File: config.mk
export PLATFORM = sky130hd
export DESIGN_NAME = bsgd_lane
export DESIGN_NICKNAME = d
export VERILOG_FILES = /design/src/bsgd_pkg.sv /design/src/bsgd_lane.sv
export SDC_FILE = /design/constraint.sdc
export NUM_CORES = 2
export LEC_CHECK = 0
export ABC_AREA = 1
export ABC_CLOCK_PERIOD_IN_PS = 9000
export BUFFER_PORTS_ARGS = -buffer_cell sky130_fd_sc_hd__buf_2
export CORE_MARGIN = 3
export CORE_UTILIZATION = 35
export CTS_CLUSTER_SIZE = 30
export DETAILED_ROUTE_END_ITERATION = 8
export GPL_ROUTABILITY_DRIVEN = 0
export PLACE_DENSITY_LB_ADDON = 0.05
export SETUP_SLACK_MARGIN = 0.15
export SLEW_MARGIN = 20
export SYNTH_ARGS = -nofsm -noshare
export SYNTH_HDL_FRONTEND = slang
export SYNTH_SLANG_ARGS = --single-unit
export TNS_END_PERCENT = 20
File: constraint.sdc
create_clock -name clk -period 9 [get_ports clk]
set_input_delay 1.8 -clock clk [delete_from_list [all_inputs] [get_ports clk]]
set_output_delay 1.8 -clock clk [all_outputs]
set_load 0.02 [all_outputs]
File: src/bsgd_pkg.sv
`timescale 1ns / 1ps
package bsgd_pkg;

  localparam int SAMPLE_BITS_DEF    = 24;
  localparam int COEF_FRAC_BITS_DEF = 15;

  // reset coefficients as given at 15 fraction bits, rescaled to the build
  localparam int  BASE_FRAC_BITS   = 15;
  localparam longint LOW_ALPHA_BASE  = 86;
  localparam longint HIGH_ALPHA_BASE = 30000;
  localparam longint SMOOTH_BASE     = 32597;

  localparam int CFG_INDEX_BITS = 2;

  typedef enum logic [CFG_INDEX_BITS-1:0] {
    REG_LOW_ALPHA  = 2'd0,
    REG_HIGH_ALPHA = 2'd1,
    REG_SMOOTH     = 2'd2,
    REG_MIX        = 2'd3
  } cfg_reg_t;

  typedef enum logic [9:0] {
    ST_IDLE     = 10'b00_0000_0001,
    ST_LOW_MUL  = 10'b00_0000_0010,
    ST_LOW_ADD  = 10'b00_0000_0100,
    ST_HIGH_MUL = 10'b00_0000_1000,
    ST_HIGH_ADD = 10'b00_0001_0000,
    ST_BAND_MUL = 10'b00_0010_0000,
    ST_BAND_ADD = 10'b00_0100_0000,
    ST_MIX_MUL  = 10'b00_1000_0000,
    ST_MIX_ADD  = 10'b01_0000_0000,
    ST_DONE     = 10'b10_0000_0000
  } lane_state_t;

endpackage

File: src/bsgd_lane.sv
`timescale 1ns / 1ps
module bsgd_lane #(
  parameter int SAMPLE_BITS    = bsgd_pkg::SAMPLE_BITS_DEF,
  parameter int COEF_FRAC_BITS = bsgd_pkg::COEF_FRAC_BITS_DEF
) (
  input  logic                          clk,
  input  logic                          rst,
  input  logic                          start,
  input  logic signed [SAMPLE_BITS-1:0] sample,
  input  logic [COEF_FRAC_BITS-1:0]     low_alpha,
  input  logic [COEF_FRAC_BITS-1:0]     high_alpha,
  input  logic [COEF_FRAC_BITS:0]       gain,
  input  logic [COEF_FRAC_BITS:0]       mix,
  output logic                          done,
  output logic signed [SAMPLE_BITS-1:0] result
);

  import bsgd_pkg::*;

  localparam int LW = SAMPLE_BITS + COEF_FRAC_BITS + 1;
  localparam int AW = LW + 2;
  localparam int BW = COEF_FRAC_BITS + 2;
  localparam int PW = AW + BW;
  localparam int MW = AW + 1;
  localparam logic signed [PW-1:0] HALF   = signed'(PW'(1) << (COEF_FRAC_BITS - 1));
  localparam logic signed [MW-1:0] HALF_M = signed'(MW'(1) << (COEF_FRAC_BITS - 1));
  localparam logic signed [MW-1:0] Y_MAX  = MW'((longint'(1) << (SAMPLE_BITS - 1)) - 1);
  localparam logic signed [MW-1:0] Y_MIN  = MW'(-(longint'(1) << (SAMPLE_BITS - 1)));

  lane_state_t state;
  lane_state_t state_next;

  logic signed [LW-1:0] xs;
  logic signed [LW-1:0] low;
  logic signed [LW-1:0] high;
  logic signed [AW-1:0] diff;
  logic signed [PW-1:0] prod;

  logic signed [AW-1:0] xs_w;
  logic signed [AW-1:0] low_w;
  logic signed [AW-1:0] high_w;
  logic signed [AW-1:0] op_a;
  logic signed [BW-1:0] op_b;
  logic signed [PW-1:0] prod_rnd;
  logic signed [MW-1:0] mixed;
  logic signed [MW-1:0] y_full;

  assign xs_w     = AW'(xs);
  assign low_w    = AW'(low);
  assign high_w   = AW'(high);
  assign prod_rnd = (prod + HALF) >>> COEF_FRAC_BITS;
  assign mixed    = MW'(xs) + MW'(prod_rnd);
  assign y_full   = (mixed + HALF_M) >>> COEF_FRAC_BITS;
  assign done     = (state == ST_DONE);

  // one multiplier per lane, operands picked by step
  always_comb begin
    op_a = '0;
    op_b = '0;
    case (state)
      ST_LOW_MUL: begin
        op_a = xs_w - low_w;
        op_b = signed'(BW'(low_alpha));
      end
      ST_HIGH_MUL: begin
        op_a = xs_w - high_w;
        op_b = signed'(BW'(high_alpha));
      end
      ST_BAND_MUL: begin
        op_a = high_w - low_w;
        op_b = signed'(BW'(gain));
      end
      ST_MIX_MUL: begin
        op_a = diff;
        op_b = signed'(BW'(mix));
      end
      default: begin
        op_a = '0;
        op_b = '0;
      end
    endcase
  end

  always_comb begin
    state_next = state;
    case (state)
      ST_IDLE:     if (start) state_next = ST_LOW_MUL;
      ST_LOW_MUL:  state_next = ST_LOW_ADD;
      ST_LOW_ADD:  state_next = ST_HIGH_MUL;
      ST_HIGH_MUL: state_next = ST_HIGH_ADD;
      ST_HIGH_ADD: state_next = ST_BAND_MUL;
      ST_BAND_MUL: state_next = ST_BAND_ADD;
      ST_BAND_ADD: state_next = ST_MIX_MUL;
      ST_MIX_MUL:  state_next = ST_MIX_ADD;
      ST_MIX_ADD:  state_next = ST_DONE;
      ST_DONE:     if (start) state_next = ST_LOW_MUL;
      default:     state_next = ST_IDLE;
    endcase
  end

  always_ff @(posedge clk) begin
    if (rst) begin
      state <= ST_IDLE;
      low   <= '0;
      high  <= '0;
    end else begin
      state <= state_next;
      if (state == ST_LOW_ADD) begin
        low <= low + LW'(prod_rnd);
      end
      if (state == ST_HIGH_ADD) begin
        high <= high + LW'(prod_rnd);
      end
    end
  end

  always_ff @(posedge clk) begin
    if (start && (state == ST_IDLE || state == ST_DONE)) begin
      xs <= {sample[SAMPLE_BITS-1], sample, {COEF_FRAC_BITS{1'b0}}};
    end
    prod <= op_a * op_b;
    if (state == ST_BAND_ADD) begin
      diff <= low_w - high_w + AW'(prod_rnd);
    end
    if (state == ST_MIX_ADD) begin
      if (y_full > Y_MAX) begin
        result <= SAMPLE_BITS'(Y_MAX);
      end else if (y_full < Y_MIN) begin
        result <= SAMPLE_BITS'(Y_MIN);
      end else begin
        result <= SAMPLE_BITS'(y_full);
      end
    end
  end

endmodule
# == Word-level counts from Yosys, hierarchy flattened ==
# Cells that the tools add are included.
# Widths: inputs -> output; s select.
# totals
wordCells,39
reg_bits,238
output_inout_bits,25
# classes
n_reduce_logical,3
mul,1
add_sub_neg,10
eq_ne,11
order_cmp,2
mux,5
# ops
op,n
$pmux 42 s4,1
$pmux 10 s9,1
$sub 39x40->41,2
$sub 40x40->41,2
$add 40x40->40,2
$pmux 16 s4,1
$add 58x16->58 const B,1
$mul 42x17->58,1
$add 39x43->43,1
$add 43x16->43 const B,1
$add 41x42->42,1
$gt 28x24->1 const B,1
$lt 28x24->1 const B,1
$mux 24,1
$eq 10x1->1 const B,1
$eq 10x10->1 const B,1
$eq 10x2->1 const B,1
$eq 10x3->1 const B,1
$eq 10x4->1 const B,1
$eq 10x5->1 const B,1
$eq 10x6->1 const B,1
$eq 10x7->1 const B,1
$eq 10x8->1 const B,1
$eq 10x9->1 const B,1
5 further kinds,5

# == Depth between registers and ports, before layout ==
# logic_depth
word_depth,5
depth_mapped,44
ltp_nobuf,43

# == Worst setup path before layout ==
# OpenSTA, ideal clock, no wires.
# synth_path
path_kind,input port to flip-flop
start,input mix[6]
end,register prod[57]
arrival_time_ns,7.421
cell_stages,23
required_ns,8.883
path_slack_ns,1.462
path_buffers,1
setup_ns,0.117
cell_sequence,a22o_1 -> nor2_2 -> buf_2 -> nor2_1 -> fa_1 -> inv_1 -> fa_1 -> inv_1 -> fa_1 -> fa_1 -> fa_1 -> inv_1 -> fa_1 -> inv_1 -> ha_1 -> a21oi_1 -> inv_1 -> a21oi_1 -> inv_1 -> a221oi_1 -> nand2_1 -> o21bai_1 -> nand2_1
# synth_between
elab_chain_cells,2
# synth_rtl
item,line,rtl
start: declaration,bsgd_lane.sv:13,"input logic [COEF_FRAC_BITS:0] mix,"
$pmux 16 s4,bsgd_lane.sv:60,case (state)
$mul 42x17->58,bsgd_lane.sv:121,prod <= op_a * op_b;
end signal: assignment,bsgd_lane.sv:121,
end: declaration,bsgd_lane.sv:37,logic signed [PW-1:0] prod;
# Every way passes these cells.
# A chain may end at the register's enable or synchronous reset.

# == Final worst setup path ==
# layout_path
start,register high[26]
end,register prod[44]
# layout_between
elab_chain_cells,3
# layout_rtl
item,line,rtl
start: declaration,bsgd_lane.sv:35,logic signed [LW-1:0] high;
start signal: assignment,bsgd_lane.sv:112,high <= high + LW'(prod_rnd);
$sub 40x40->41 / $sub 39x40->41 (equally long branches),"bsgd_lane.sv:70, bsgd_lane.sv:66",
$pmux 42 s4 (*),bsgd_lane.sv:60,
$mul 42x17->58 (*),bsgd_lane.sv:121,
# Every way passes the cells marked *; elsewhere a longest branch is shown, timed or not.

==> flow_summary.yaml <==
setup_path:
  critical_path.reg2reg.endpoint: "prod[44]$_DFF_P_"
  crit-reg2reg-launch: "high[26]$_SDFFE_PP0P_"
  req_time_crit_path_ns: 9.57
  critical_path_peak_fanout: 6
  timing.critical_path.mode_cell: "inv_1"
  worst-setup-path-type: "register to register"
  r2r_cells: 37
  crit_slowest_cell: "fa_1"
  worstSetupEndpointType: "register"
  cp.arrival_ns: 9.24
  crit_path_max_incr_delay_ns: 0.57
  timing.reg2reg.setup_slack_ns: 0.33
  setup.worst_path.start_class: "register"
hold_path:
  hold_path_end: "high[39]$_SDFFE_PP0P_"
  hold_path_depth: 3
  min_from: "high[39]$_SDFFE_PP0P_"
  worstHoldPathType: "register to register"
cells_and_area:
  multi_input_area_um2: 39100
  post_route_cells_drive_above_1_share_pct: 11.8
  fin_area_um2: 58100
  fillerInstances: 15500
  regArea_um2: 5400
  layout_common_cells: "nand2_1 (1514), inv_1 (1489), nor2_1 (827)"
  layout.cells.non_filler: 9689
  synthToLayoutAreaGrowth_pct: 14.7
  layout_commonest_cell: "nand2_1"
  fin_nets: 8883
pwr:
  power_density_nw_per_um2: 85.2
  worst_ir_drop_vdd_uv: 172
  cellLeakagePower_nw: 29.8
placement:
  port-buffer-count: 113
  place.detailed.instances: 9588
  placed_area_um2: 56200
  place_hpwl_um: 217000
  place_worst_setup_slack_ns: -0.0696
logic_synthesis:
  synth_seq_cells: 224
  yosysWarningCount: 0
  dominantRegCellSynth: "dfxtp_1"
  ys_seq_area_share_pct: 10.6
  postSynthCellCount: 7285
  post-synth-top-area-cell: "fa_1"
  syn-num-nets: 8413
  synth_area_leaders: "fa_1 (26%), nand2_1 (11%), inv_1 (11%), ha_1 (9.2%), nor2_1 (6.3%)"
  synth_cell_type_count: 68
  synth_largest_type_area_fraction_pct: 26.3
  synth_async_sr_flop_share_pct: 0
  synth-edff-count: 90
  synth_area_per_cell_um2: 6.96
  post_synth_instance_area_um2: 50700
grt:
  pin_count_of_the_biggest_net_entering_global_routing: 56
  number_of_antenna_violations_at_the_first_check_in_global_routing: 9
  global_route.usage.total_pct: 32.5
  first_global_vias: 49600
  grt_pass1_wl_um: 354000
  global_route.overflow_total: 0
timing:
  finClkSkew_ns: 0.0309
  fin_crit_ns: 8.67
  setup_repair_after_global_routing_missed_its_margin: "yes"
  post-route-period-util_pct: 96.3
  relSlewSlack_pct: 17.6
  fin_hold_ws_ns: 0.575
  worst_max_slew_pin_slew_ns: 1.23
  timing.final.ws_setup_ns: 0.330
  max_freq_ghz: 0.115
  finalHoldViolations: 0
  finalSetupViolCount: 0
  slew_violations: 0
floorplanning:
  floorplan.die_area_um2: 149000
  floorplan.io_pins: 114
  core_area_um2: 144000
  floorplan.die.width_um: 387
  floorplan.rows: 139
  initial_utilization_pct: 35.3
  chipHeight_um: 387
clock_tree:
  clock_insertion_delay_worst_skew_ns: 0.64
  cts_made_buffers: 29
  cts_root_buffer: "clkbuf_16"
  worst_setup_hold_path_clk_slew_ns: 0.07
  clock_tree.htree_level_count: 1
  tritoncts_clock_tree: "yes"
  clock_sink_count: 224
  cts_buffer_depth: 3
  postCtsHoldBufs: 0
route:
  dr.first_iter.drc_count: 5977
  drt_pre_antenna_iters: 7
  via_count: 52100
  ant_nets: 0
  wl_per_cell_um: 25.7
  avgViaCountPerCell: 5.38
  detail_route.drc_violations: 0
  postRouteWirelength_um: 249000
status:
  run_status: "finished clean"
job:
  drv.max_cap_violation_count: 0
==> metal layers <==
layer	track usage (%)	part of all wire, %
met4	8.46	3.2
met1	48.0	45
met2	46.7	41
met5	0	0.0052
met3	8.39	11
==> state kept, by name (all words and copies together), names as in the netlist <==
| register | cells |
|---|---|
| diff | 42 |
| prod | 44 |
| result | 24 |
| low | 40 |
| state | 10 |
| xs | 24 |
| high | 40 |
==> layout make-up <==
cell class	instances	area share, %
tap	1903	4.10
clock inverter	16	0.314
sequential	224	9.29
timing repair buffer	574	7.38
inverter	1568	10.2
multi-input combinational	5358	67.3
antenna	8	0.0344
clock buffer	38	1.32
==> cells in the mapped netlist (73+ instances only) <==
| master | instances |
|---|---|
| buf_2 | 73 |
| nor3_1 | 103 |
| nand3_1 | 296 |
| fa_1 | 667 |
| a21oi_1 | 481 |
| xor2_1 | 128 |
| nor2_1 | 846 |
| nand4_1 | 91 |
| inv_1 | 1506 |
| edfxtp_1 | 90 |
| o21ai_0 | 312 |
| ha_1 | 372 |
| dfxtp_1 | 134 |
| nand2_1 | 1521 |
==> where the power goes <==
part	internal (mW)	total [mW]	switching, mW
Sequential	1.17	1.23	0.0551
Combinational	0.734	2.48	1.74
Clock	0.691	1.25	0.555
==> per-stage QoR <==
stage / total power, mW / TNS (ns) / util, %
finish: 4.95 / 0 / 40.5
global route: 5.16 / 0 / 40.5
CTS: 4.82 / 0 / 39.8
detailed placement: 3.57 / -0.147 / 39.1
global placement: 3.58 / -0.449 / 39.1
floorplan: 2.62 / 0 / -
==> logic make-up (layout without fill, tap and decap cells) <==
family,after synthesis,count (layout),synth area share (%)
AOI/OAI and AO/OA,1093,1093,12.2
adders and majority gates,1039,1039,35.5
buffers and inverters,1703,2196,13.1
and+or+nand+nor,3028,3028,25.2
DFF,224,224,10.6
xor gates and xnor gates,198,198,3.42
other,0,8,0
==> how the worst max path moves through the flow <==
stage / start / to / slack [ns]
after global placement: low[6]$_SDFFE_PP0P_ / prod[31]$_DFF_P_ / -0.15
after CTS: low[22]$_SDFFE_PP0P_ / prod[53]$_DFF_P_ / 0.16
final: high[26]$_SDFFE_PP0P_ / prod[44]$_DFF_P_ / 0.33
after floorplan: mix[6] / prod[57]$_DFF_P_ / 1.46
after global routing: low[25]$_SDFFE_PP0P_ / prod[57]$_DFF_P_ / 0.09
after detailed placement: low[6]$_SDFFE_PP0P_ / prod[55]$_DFF_P_ / -0.07
==> repair_timing <==
action | 4_1_cts | 5_1_grt
setup endpoints to repair | 14 | 36
pin swaps | 1 | 9
gates resized for setup | 3 | 148
buffers inserted | 0 | 39
==> worst max-delay path: cells and delay by family, from the launching register on <==
family	cells	cell delay, ns
adder cells (fa/ha/maj)	8	3.90
AND/OR/NAND/NOR	13	2.09
buffers and inverters	12	1.38
AO/OA/AOI/OAI	3	0.57
flip-flops	1	0.47
XOR/XNOR	1	0.19
No activity file was read; power rests on OpenSTA's default activity.
