[config.mk]
export PLATFORM = sky130hd
export DESIGN_NAME = bsgd_gain
export DESIGN_NICKNAME = d
export VERILOG_FILES = /design/src/bsgd_pkg.sv /design/src/bsgd_gain.sv
export SDC_FILE = /design/constraint.sdc
export NUM_CORES = 1
export LEC_CHECK = 0
export ABC_AREA = 1
export ABC_CLOCK_PERIOD_IN_PS = 9900
export BUFFER_PORTS_ARGS = -buffer_cell sky130_fd_sc_hd__buf_4
export CAP_MARGIN = 20
export CORE_MARGIN = 3
export CORE_UTILIZATION = 40
export CTS_CLUSTER_DIAMETER = 100
export DETAILED_ROUTE_END_ITERATION = 6
export HOLD_SLACK_MARGIN = 0.08
export SLEW_MARGIN = 10
export SYNTH_ARGS = -nofsm -noshare
export SYNTH_HDL_FRONTEND = slang
export SYNTH_SLANG_ARGS = --single-unit
export TNS_END_PERCENT = 20
[constraint.sdc]
create_clock -name clk -period 9.9 [get_ports clk]
set_input_delay 0.495 -clock clk [delete_from_list [all_inputs] [get_ports clk]]
set_output_delay 0.495 -clock clk [all_outputs]
set_load 0.01 [all_outputs]
[src/bsgd_pkg.sv]
`timescale 1ns / 1ps
package bsgd_pkg;

  localparam int SAMPLE_BITS_DEF    = 24;
  localparam int COEF_FRAC_BITS_DEF = 15;

  // reset coefficients as given at 15 fraction bits, rescaled to the build
  localparam int  BASE_FRAC_BITS   = 15;
  localparam longint LOW_ALPHA_BASE  = 86;
  localparam longint HIGH_ALPHA_BASE = 30000;
  localparam longint SMOOTH_BASE     = 32597;

  localparam int CFG_INDEX_BITS = 2;

  typedef enum logic [CFG_INDEX_BITS-1:0] {
    REG_LOW_ALPHA  = 2'd0,
    REG_HIGH_ALPHA = 2'd1,
    REG_SMOOTH     = 2'd2,
    REG_MIX        = 2'd3
  } cfg_reg_t;

  typedef enum logic [9:0] {
    ST_IDLE     = 10'b00_0000_0001,
    ST_LOW_MUL  = 10'b00_0000_0010,
    ST_LOW_ADD  = 10'b00_0000_0100,
    ST_HIGH_MUL = 10'b00_0000_1000,
    ST_HIGH_ADD = 10'b00_0001_0000,
    ST_BAND_MUL = 10'b00_0010_0000,
    ST_BAND_ADD = 10'b00_0100_0000,
    ST_MIX_MUL  = 10'b00_1000_0000,
    ST_MIX_ADD  = 10'b01_0000_0000,
    ST_DONE     = 10'b10_0000_0000
  } lane_state_t;

endpackage

[src/bsgd_gain.sv]
`timescale 1ns / 1ps
module bsgd_gain #(
  parameter int COEF_FRAC_BITS = bsgd_pkg::COEF_FRAC_BITS_DEF
) (
  input  logic                      clk,
  input  logic                      rst,
  input  logic                      start,
  input  logic [COEF_FRAC_BITS:0]   target,
  input  logic [COEF_FRAC_BITS-1:0] coef,
  output logic [COEF_FRAC_BITS:0]   gain
);

  localparam int GBW = COEF_FRAC_BITS + 1;
  localparam int GW  = COEF_FRAC_BITS + 2;
  localparam int PW  = GW + GBW;
  localparam logic [GBW-1:0] ONE = GBW'(1) << COEF_FRAC_BITS;
  localparam logic signed [PW-1:0] HALF = signed'(PW'(1) << (COEF_FRAC_BITS - 1));

  logic                  pend;
  logic [GBW-1:0]        tgt;
  logic [GBW-1:0]        tgt_c;
  logic signed [GW-1:0]  gdiff;
  logic signed [GBW-1:0] coef_s;
  logic signed [PW-1:0]  prod;
  logic signed [PW-1:0]  prod_rnd;
  logic signed [PW-1:0]  gain_sum;

  assign tgt_c    = (target > ONE) ? ONE : target;
  assign gdiff    = signed'(GW'(gain)) - signed'(GW'(tgt_c));
  assign coef_s   = signed'(GBW'(coef));
  assign prod_rnd = (prod + HALF) >>> COEF_FRAC_BITS;
  assign gain_sum = signed'(PW'(tgt)) + prod_rnd;

  always_ff @(posedge clk) begin
    if (rst) begin
      pend <= 1'b0;
      gain <= ONE;
    end else begin
      pend <= start;
      if (pend) begin
        gain <= GBW'(gain_sum);
      end
    end
  end

  always_ff @(posedge clk) begin
    if (start) begin
      tgt  <= tgt_c;
      prod <= gdiff * coef_s;
    end
  end

  a_gain_range: assert property (@(posedge clk) disable iff (rst) gain <= ONE)
    else $error("smoothed gain above unity");

endmodule

; Yosys cells after proc, flatten, opt, wreduce, memory -nomap -nowiden
; Cells that the tools add are included.
[totals]
ff_bits = 64
latch_bits = 0
ramBits = 0
mem_bits_ro = 0
input_bits = 34
elab_cells = 10
n_memories = 0
[op_classes]
addsub = 3
mul = 1
div = 0
order_cmp = 1
eq_ne = 0
shifts = 0
n_mux = 1
bitwise_logic = 0
reduce_logical = 0
[ops]
columns = cell, n
row1 = "31-bit by 16-bit adder with 31-bit output, second input constant", 1
row2 = 17-bit by 16-bit multiplier with 31-bit output, 1
row3 = 16-bit by 16-bit subtractor with 17-bit output, 1
row4 = 16-bit adder, 1
row5 = "16-bit greater-than comparator, second input constant", 1
row6 = 16-bit two-way mux, 1

; Longest topological paths before layout
; Gate-level depths: netlist (run 1).
[depth]
ltp_word = 4
mapped_depth = 45
depth_no_buf = 45

; Least setup slack after synthesis (run 1)
; Ideal clock, no wire load.
[synth_timing]
path_kind = input to register
from = in target[13]
to = reg prod[30] (data pin)
setup_time_ps = 252
t_arrival_ps = 7602
required_time_ps = 9648
slack_ps = 2046
path_stages = 39
cell_sequence = inv_1 -> nand4_1 -> nor4_1 -> nand3_1 -> nand2_1 -> inv_1 -> nor2_1 -> ha_1 -> inv_1 -> fa_1 -> nand2_1 -> nand2_1 -> nand3_1 -> nand2_2 -> nand2_1 -> nand2_1 -> buf_2 -> nor2_1 -> (+3 left out) -> fa_1 -> inv_1 -> fa_1 -> inv_1 -> fa_1 -> fa_1 -> inv_1 -> fa_1 -> inv_1 -> ha_1 -> nand2_1 -> nor2_1 -> nand2_1 -> or2_2 -> nand3_1 -> inv_1 -> nand2_1 -> nand2_1
[synth_via]
elab_chain_len = 4
[synth_rtl]
columns = item, line
row1 = start: declaration, bsgd_gain.sv:8  ; input logic [COEF_FRAC_BITS:0] target,
row2 = 16-bit greater-than comparator, bsgd_gain.sv:28  ; assign tgt_c = (target > ONE) ? ONE : target;
row3 = 16-bit two-way mux, bsgd_gain.sv:28
row4 = net tgt_c[0], bsgd_gain.sv:21  ; logic [GBW-1:0] tgt_c;
row5 = 16-bit by 16-bit subtractor with 17-bit output, bsgd_gain.sv:29  ; assign gdiff = signed'(GW'(gain)) - signed'(GW'(tgt_c));
row6 = 17-bit by 16-bit multiplier with 31-bit output, bsgd_gain.sv:49  ; prod <= gdiff * coef_s;
row7 = end signal: assignment, bsgd_gain.sv:49
row8 = end: declaration, bsgd_gain.sv:24  ; logic signed [PW-1:0] prod;
; The timed path passes the listed nets, and every way through them passes these cells.
; A chain may end at the register's enable or synchronous reset.

; Worst setup path after layout (run 1)
[layout_timing]
from = in target[8]
to = reg prod[30] (data pin)
; The elaborated chain is that of the path after synthesis.

==> results of run 1 <==
## worst max path at each step
| stage | from | endpoint | cells after the start | slack (ns) |
|---|---|---|---|---|
| global placement | target[8] | prod[30]$_DFFE_PP_ | 37 | 1.02 |
| global route | target[13] | prod[30]$_DFFE_PP_ | 37 | 0.47 |
| CTS | target[8] | prod[30]$_DFFE_PP_ | 37 | 1.16 |
| finish | target[8] | prod[30]$_DFFE_PP_ | 37 | 1.14 |
| detailed placement | target[8] | prod[30]$_DFFE_PP_ | 37 | 0.86 |
| floorplan | target[13] | prod[30]$_DFFE_PP_ | 39 | 2.05 |
## synthesized netlist by cell type, types with 3 or more instances
library cell,instances,area [µm²]
xnor2_1,13,114
nand4_1,10,62.6
nand3b_1,3,22.5
inv_2,3,11.3
clkinv_1,3,11.3
nor2_1,214,803
nand2_2,4,25.0
a211oi_1,3,22.5
edfxtp_1,33,991
buf_2,3,15.0
o31ai_1,3,22.5
o21a_1,3,22.5
ha_1,109,1360
a21o_1,7,52.6
a31oi_1,4,25.0
nor3_1,10,50.1
clkbuf_1,25,93.8
or2_2,3,18.8
nor4_1,5,31.3
nand3_1,88,440
dfxtp_1,17,340
nand2_1,301,1130
o21bai_1,5,37.5
xor2_1,27,236
a21oi_1,59,295
fa_1,248,4960
inv_1,454,1700
o21ai_0,32,160
## flip-flops by register name, indices dropped and copies added, names as in the netlist
name,cells
prod,17
gain,16
tgt,16
pend,1
## critical path: cells and delay by family
family | cells | cell delay [ns]
fa+ha+maj | 9 | 4.33
buf+inv | 10 | 1.01
simple gates | 18 | 2.97
## area by class of cell
| class | instances | area share |
|---|---|---|
| clock inverter | 2 | 0.00114 |
| tap | 442 | 0.0386 |
| clock buffer | 6 | 0.00970 |
| inverter | 461 | 0.121 |
| multi-input combinational | 1171 | 0.707 |
| timing repair buffer | 57 | 0.0299 |
| sequential | 50 | 0.0930 |
## cell families (layout without fill, tap and decap cells)
| kind of cell | after synthesis | count (layout) |
|---|---|---|
| AOI/OAI and AO/OA | 125 | 125 |
| xor gates and xnor gates | 43 | 43 |
| adders and majority gates | 357 | 357 |
| buffers and inverters | 492 | 526 |
| DFF | 50 | 50 |
| and+or+nand+nor | 646 | 646 |
## per-stage QoR
| stage | worst slack (ns) | hold WS [ns] | instance area [µm²] | instances |
|---|---|---|---|---|
| 6_report | 1.14 | 0.450 | 14300 | 2189 |
| 5_1_grt | 0.471 | 0.449 | 14300 | 2189 |
| 4_1_cts | 1.16 | 0.448 | 14300 | 2189 |
| 3_5_place_dp | 0.859 | 0.547 | 14200 | 2181 |
| 3_3_place_gp | 1.02 | 0.536 | 14200 | 2181 |
| 2_1_floorplan | 2.05 | 0.504 | 13300 | 1713 |
## metal layers
metal	vias up	wire length (µm)	GRT usage
met5	-	0	0
met4	0	755	0.0435
met3	45	2250	0.0249
met2	359	17900	0.385
met1	5317	16300	0.302
li1	5151	-	-
==> impl_metrics.ini, run 1 <==
[critical_path]
r2r_slack_ns = 1.97
arrival_ns = 8.82
path_class = in -> reg
r2r_end = prod[30]$_DFFE_PP_
cp.required_ns = 9.96
rr_startpoint = gain[0]$_SDFFE_PP0P_
endpoint_kind = flip-flop
cp-start-kind = input pin
slowest_delay_ns = 0.70
rr_worst_depth = 30
cp_slowest_cell = fa_1
crit_top_cell = inv_1
cp_max_fo = 12

[cells_and_area]
syn2layout_area_growth_pct = 7.58
fillers = 3359
n_antenna_cell = 0
final-seq-area_mm2 = 0.00133
mostFrequentLayoutCells = inv_1 (454), nand2_1 (301), fa_1 (248)
layout-drive-gt1-share = 0.0487
multi_input_area_mm2 = 0.0101
finalNetCount = 2137
mostFrequentLayoutCell = inv_1
utilization = 0.439

[drt]
routed_wl_mm = 37.3
dr.first_iter.drc_count = 871
ant_nets = 0
viasPerCell = 4.97
dr.pass1.iters = 5
vias = 10900
avgRoutedWirePerCell_um = 17.0
drc = 0

[yosys]
synth_top_family_by_area = adder cells
synth_compound_area_frac = 0.0544
synth_area_mm2 = 0.0133
synth-seq-area-share = 0.100
synthSimpleGateAreaFrac = 0.199
synthMuxAreaShare = 0
synth_xor_area_frac = 0.0309
ys.flop_type = edfxtp_1
ys_async_sr_fraction = 0
syn_nets = 2104
synth_seq_cells = 50
yosysUniqueCellTypes = 45
syn_avg_cell_area_um2 = 7.77
yosys_warnings = 0
synth_edf_count = 33
synthAdderAreaFrac = 0.476
postSynthCellCount = 1713

[die]
die_width_um = 188
die_area_mm2 = 0.0355
start_util = 0.408
die_h_um = 188
io_pins = 50
coreArea_mm2 = 0.0326
placementRows = 66

[sta]
max_freq_mhz = 114
setup_tns_ns = 0
rsz0062_at_grt = no
drv_slew = 0
hold_violations = 0
finalCriticalPeriod_ns = 8.76
maxSlewHeadroom = 0.377
setup-violations-final = 0
finalCritPeriodShare = 0.885
fin_worst_skew_ns = 0.00875
tightest_slew_ns = 0.931

[grt]
antenna_found_initial = 0
grt_pass1_wl_mm = 62.1
first_global_vias = 11700
grt_usage = 0.221
grt_max_degree = 35
globalRoute.totalOverflow = 0

[min_path]
min-delay-path-class = in -> reg
holdPathStages = 1
worstHoldStart = target[15]
min_to = tgt[15]$_DFFE_PP_

[clock_tree]
cts_resized = 0
ctsHoldBuffers = 0
numCtsBuffers = 5
tritoncts_num_sinks = 50
clk_path_buf_depth = 2
clk_pin_slew_ns = 0.07
root_buffer = clkbuf_16
postCtsSetupBuffers = 0
h-tree-depth = 2
clock_latency_ns = 0.29
cts_tree = yes

[run_status]
status = completed

[place]
dp_hpwl_mm = 31.9
gp_congestion = 0.940
port_buffers = 49

[run]
cap_violations = 0
Power of run 1 is not shown: default switching activity piles up to over one toggle a cycle in this logic, so the estimate is an artifact.
==> run 2: changes to the inputs <==
--- a/config.mk
+++ b/config.mk
@@ -10,7 +10,7 @@
 export BUFFER_PORTS_ARGS = -buffer_cell sky130_fd_sc_hd__buf_4
 export CAP_MARGIN = 20
 export CORE_MARGIN = 3
-export CORE_UTILIZATION = 40
+export CORE_UTILIZATION = 26
 export CTS_CLUSTER_DIAMETER = 100
 export DETAILED_ROUTE_END_ITERATION = 6
 export HOLD_SLACK_MARGIN = 0.08
==> run 2 against run 1 <==
Cell count rose by 10%. Via count increased by 1.1%. Register-to-register slack improved by 0.11 ns. Clock-buffer cell count did not move. Cell area rose by 1.9%. Clock skew fell by 0.00067 ns. Maximum frequency up 0.30%. Critical path type unchanged.
==> impl_metrics.ini, run 2 (synthesized netlist as in run 1, its figures left out) <==
[cells_and_area]
finalNetCount = 2133
largest_reg_flops = 17
finalNonFillerCells = 2415
mostFrequentLayoutCell = inv_1
regMostFlops = prod
layout-drive-gt1-share = 0.0465
n_antenna_cell = 0
reg_top3 = prod x17, gain x16, tgt x16
mostFrequentLayoutCells = inv_1 (454), nand2_1 (301), fa_1 (248)
fillers = 5421
syn2layout_area_growth_pct = 9.58
utilization = 0.289

[die]
coreArea_mm2 = 0.0504
die_h_um = 232
die_width_um = 232
start_util = 0.264
placementRows = 82
io_pins = 50
die_area_mm2 = 0.0539

[sta]
finalCritPeriodShare = 0.883
rsz0062_at_grt = no
max_freq_mhz = 114
hold_violations = 0
maxSlewHeadroom = 0.352
setup-violations-final = 0
fin_hold_ws_ns = 0.469
finalCriticalPeriod_ns = 8.74
drv_slew = 0
tightest_slew_ns = 0.969
fin_worst_skew_ns = 0.00809
setup_tns_ns = 0

[critical_path]
crit_top_cell = inv_1
cp_slowest_cell = fa_1
path_class = in -> reg
endpoint_kind = flip-flop
slowest_delay_ns = 0.70
cp_max_fo = 12
cp-start-kind = input pin
arrival_ns = 8.79
cp.required_ns = 9.95

[place]
port_buffers = 49
dp_cells = 2407
dp_hpwl_mm = 33.0
gp_congestion = 0.937

[clock_tree]
clk_path_buf_depth = 2
cts_resized = 0
clock_latency_ns = 0.30
ctsHoldBuffers = 0
cts_tree = yes
h-tree-depth = 2
clk_pin_slew_ns = 0.06
postCtsSetupBuffers = 0
tritoncts_num_sinks = 50
numCtsBuffers = 5
root_buffer = clkbuf_16

[grt]
antenna_found_initial = 0
grt_usage = 0.147
top_usage_layer = met2
grt_max_degree = 35
globalRoute.totalOverflow = 0
grt_pass1_wl_mm = 62.6
first_global_vias = 11600
grtUsageMet3 = 0.0253
gr-usage-met1 = 0.199
met2_usage = 0.245

[drt]
ant_nets = 0
routed_wl_mm = 38.6
vias = 11000
dr.pass1.iters = 7
viasPerCell = 4.55
dr.first_iter.drc_count = 872
drc = 0
avgRoutedWirePerCell_um = 16.0

[min_path]
min-delay-path-class = in -> reg

[run]
cap_violations = 0

[run_status]
status = completed
run 2: cell types whose count changed in the layout (fill, tap and decap cells not counted), sizes merged:
cell      previous run  this run
clkinvlp             1         0
buf                 57        53
clkinv               3         4
run 2: per-layer routing:
layer / vias up / wire length (µm)
met3: 79 / 2720
li1: 5145 / -
met2: 380 / 17600
met4: 0 / 1040
met5: - / 0
met1: 5392 / 17300
run 2: path summary, 6_finish.rpt:
path / startpoint / to / slack, ns / cells after the start
worst max register to register: gain[0]$_SDFFE_PP0P_ / prod[30]$_DFFE_PP_ / 2.08 / 30
worst min-delay path: target[15] / tgt[15]$_DFFE_PP_ / 0.47 / 1
worst min register to register: gain[0]$_SDFFE_PP0P_ / gain[0]$_SDFFE_PP0P_ / 0.52 / 2
worst max-delay path: target[13] / prod[30]$_DFFE_PP_ / 1.16 / 37
run 2: cell type report:
type                            count  area, µm²  area share
Sequential cell                    50       1330      0.0913
Inverter                          461       1730       0.119
Tap cell                          672        841      0.0577
Timing Repair Buffer               53        398      0.0273
Clock buffer                        6        150      0.0103
Clock inverter                      2       13.8    0.000944
Multi-Input combinational cell   1171      10100       0.694
run 2: per-stage QoR:
stage / area (µm²) / setup slack (ns)
4_1_cts: 14600 / 1.18
5_1_grt: 14600 / 0.500
2_1_floorplan: 13300 / 2.05
3_5_place_dp: 14400 / 0.901
3_3_place_gp: 14400 / 1.14
6_report: 14600 / 1.16
run 2: critical path, delay by kind of cell:
family | cells | cell delay (ns)
fa+ha+maj | 9 | 4.29
buf+inv | 10 | 1.00
simple gates | 18 | 3.01
Power of run 2 is left out for the same reason.
==> run 3: changes to the inputs <==
--- a/config.mk
+++ b/config.mk
@@ -9,11 +9,12 @@
 export ABC_CLOCK_PERIOD_IN_PS = 9900
 export BUFFER_PORTS_ARGS = -buffer_cell sky130_fd_sc_hd__buf_4
 export CAP_MARGIN = 20
-export CORE_MARGIN = 3
+export CORE_MARGIN = 2
 export CORE_UTILIZATION = 26
 export CTS_CLUSTER_DIAMETER = 100
 export DETAILED_ROUTE_END_ITERATION = 6
 export HOLD_SLACK_MARGIN = 0.08
+export REMOVE_ABC_BUFFERS = 1
 export SLEW_MARGIN = 10
 export SYNTH_ARGS = -nofsm -noshare
 export SYNTH_HDL_FRONTEND = slang
==> run 3 against run 2 <==
Register-to-register slack better by 0.04 ns. Highest routed layer unchanged. Core utilization about the same. Non-clock buffer count up 4.
==> impl_metrics.ini, run 3 (synthesized netlist as in run 1, its figures left out) <==
[critical_path]
endpoint_kind = flip-flop
crit_top_cell = inv_1
arrival_ns = 8.85
cp_slowest_cell = fa_1
rr_startpoint = gain[0]$_SDFFE_PP0P_
cp.required_ns = 9.96
slowest_delay_ns = 0.70
cp_max_fo = 12
rr_worst_depth = 30
cp-start-kind = input pin
path_class = in -> reg
r2r_slack_ns = 2.12
r2r_end = prod[30]$_DFFE_PP_

[place]
gp_congestion = 0.912
dp_hpwl_mm = 33.4
port_buffers = 49
dp_cells = 2411

[min_path]
holdPathStages = 1
min-delay-path-class = in -> reg
min_to = tgt[15]$_DFFE_PP_
worstHoldStart = target[15]

[sta]
hold_violations = 0
maxSlewHeadroom = 0.430
rsz0062_at_grt = no
tightest_slew_ns = 0.852
setup_tns_ns = 0
finalCriticalPeriod_ns = 8.78
fin_worst_skew_ns = 0.00629
setup-violations-final = 0
drv_slew = 0
finalCritPeriodShare = 0.887
max_freq_mhz = 114

[run_status]
status = completed

[grt]
grt_pass1_wl_mm = 63.2
grt_usage = 0.150
globalRoute.totalOverflow = 0
antenna_found_initial = 0
first_global_vias = 11800
grt_max_degree = 35

[clock_tree]
tritoncts_num_sinks = 50
clock_latency_ns = 0.30
clk_pin_slew_ns = 0.07
cts_resized = 0
h-tree-depth = 2
ctsHoldBuffers = 0
clk_path_buf_depth = 2
postCtsSetupBuffers = 0
numCtsBuffers = 5
cts_tree = yes
root_buffer = clkbuf_16

[drt]
vias = 11000
routed_wl_mm = 38.3
dr.pass1.iters = 5
ant_nets = 0
drc = 0
viasPerCell = 4.54
avgRoutedWirePerCell_um = 15.8
dr.first_iter.drc_count = 734

[die]
die_area_mm2 = 0.0530
placementRows = 82
io_pins = 50
die_width_um = 230
start_util = 0.264
die_h_um = 230
coreArea_mm2 = 0.0504

[cells_and_area]
layout-drive-gt1-share = 0.0475
mostFrequentLayoutCell = inv_1
largest_reg_flops = 17
n_antenna_cell = 0
syn2layout_area_growth_pct = 9.76
finalNetCount = 2137
regMostFlops = prod
mostFrequentLayoutCells = inv_1 (454), nand2_1 (301), fa_1 (248)
finalNonFillerCells = 2419
fillers = 5441
reg_top3 = prod x17, gain x16, tgt x16

[run]
cap_violations = 0
## run 3: cell types whose count changed in the layout (fill, tap and decap cells not counted), sizes merged
cell,delta
buf,+4
clkbuf,+1
inv,-1
## run 3: through the flow
step	setup WS (ns)	cell area (µm²)	utilization	hold WS, ns
after floorplan	2.05	13200	-	0.501
after global placement	0.996	14400	0.287	0.534
after detailed placement	0.822	14400	0.287	0.536
after CTS	1.10	14600	0.290	0.457
after global routing	0.409	14600	0.290	0.456
final	1.12	14600	0.290	0.456
## run 3: critical path: cells and delay by family
| family | cells | cell delay, ns |
|---|---|---|
| buffers and inverters | 10 | 1.01 |
| AND/OR/NAND/NOR | 18 | 3.02 |
| adder cells (fa/ha/maj) | 9 | 4.28 |
## run 3: final cells by class
class                   instances  area [µm²]  area share
repair buffers                 57         428      0.0293
well taps                     672         841      0.0576
clock buffers                   7         154      0.0105
inverters                     461        1730       0.119
flip-flops and latches         50        1330      0.0912
clock inverters                 1        3.75    0.000257
multi-input cells            1171       10100       0.692
## run 3: routing by layer
metal / routed length [µm] / track usage / up-vias / share of wire
li1: - / - / 5159 / -
met1: 16700 / 0.195 / 5476 / 0.44
met2: 19000 / 0.268 / 316 / 0.50
met3: 1960 / 0.0171 / 38 / 0.051
met4: 650 / 0.0313 / 0 / 0.017
met5: 0 / 0 / - / 0
## run 3: how the worst max path moves through the flow
stage,slack (ns),start,end
final,1.12,target[14],prod[30]$_DFFE_PP_
after global routing,0.41,target[14],prod[30]$_DFFE_PP_
after CTS,1.10,target[14],prod[30]$_DFFE_PP_
after detailed placement,0.82,target[14],prod[30]$_DFFE_PP_
after global placement,1.0,target[13],prod[30]$_DFFE_PP_
after floorplan,2.05,target[13],prod[30]$_DFFE_PP_
Power of run 3 is left out for the same reason.
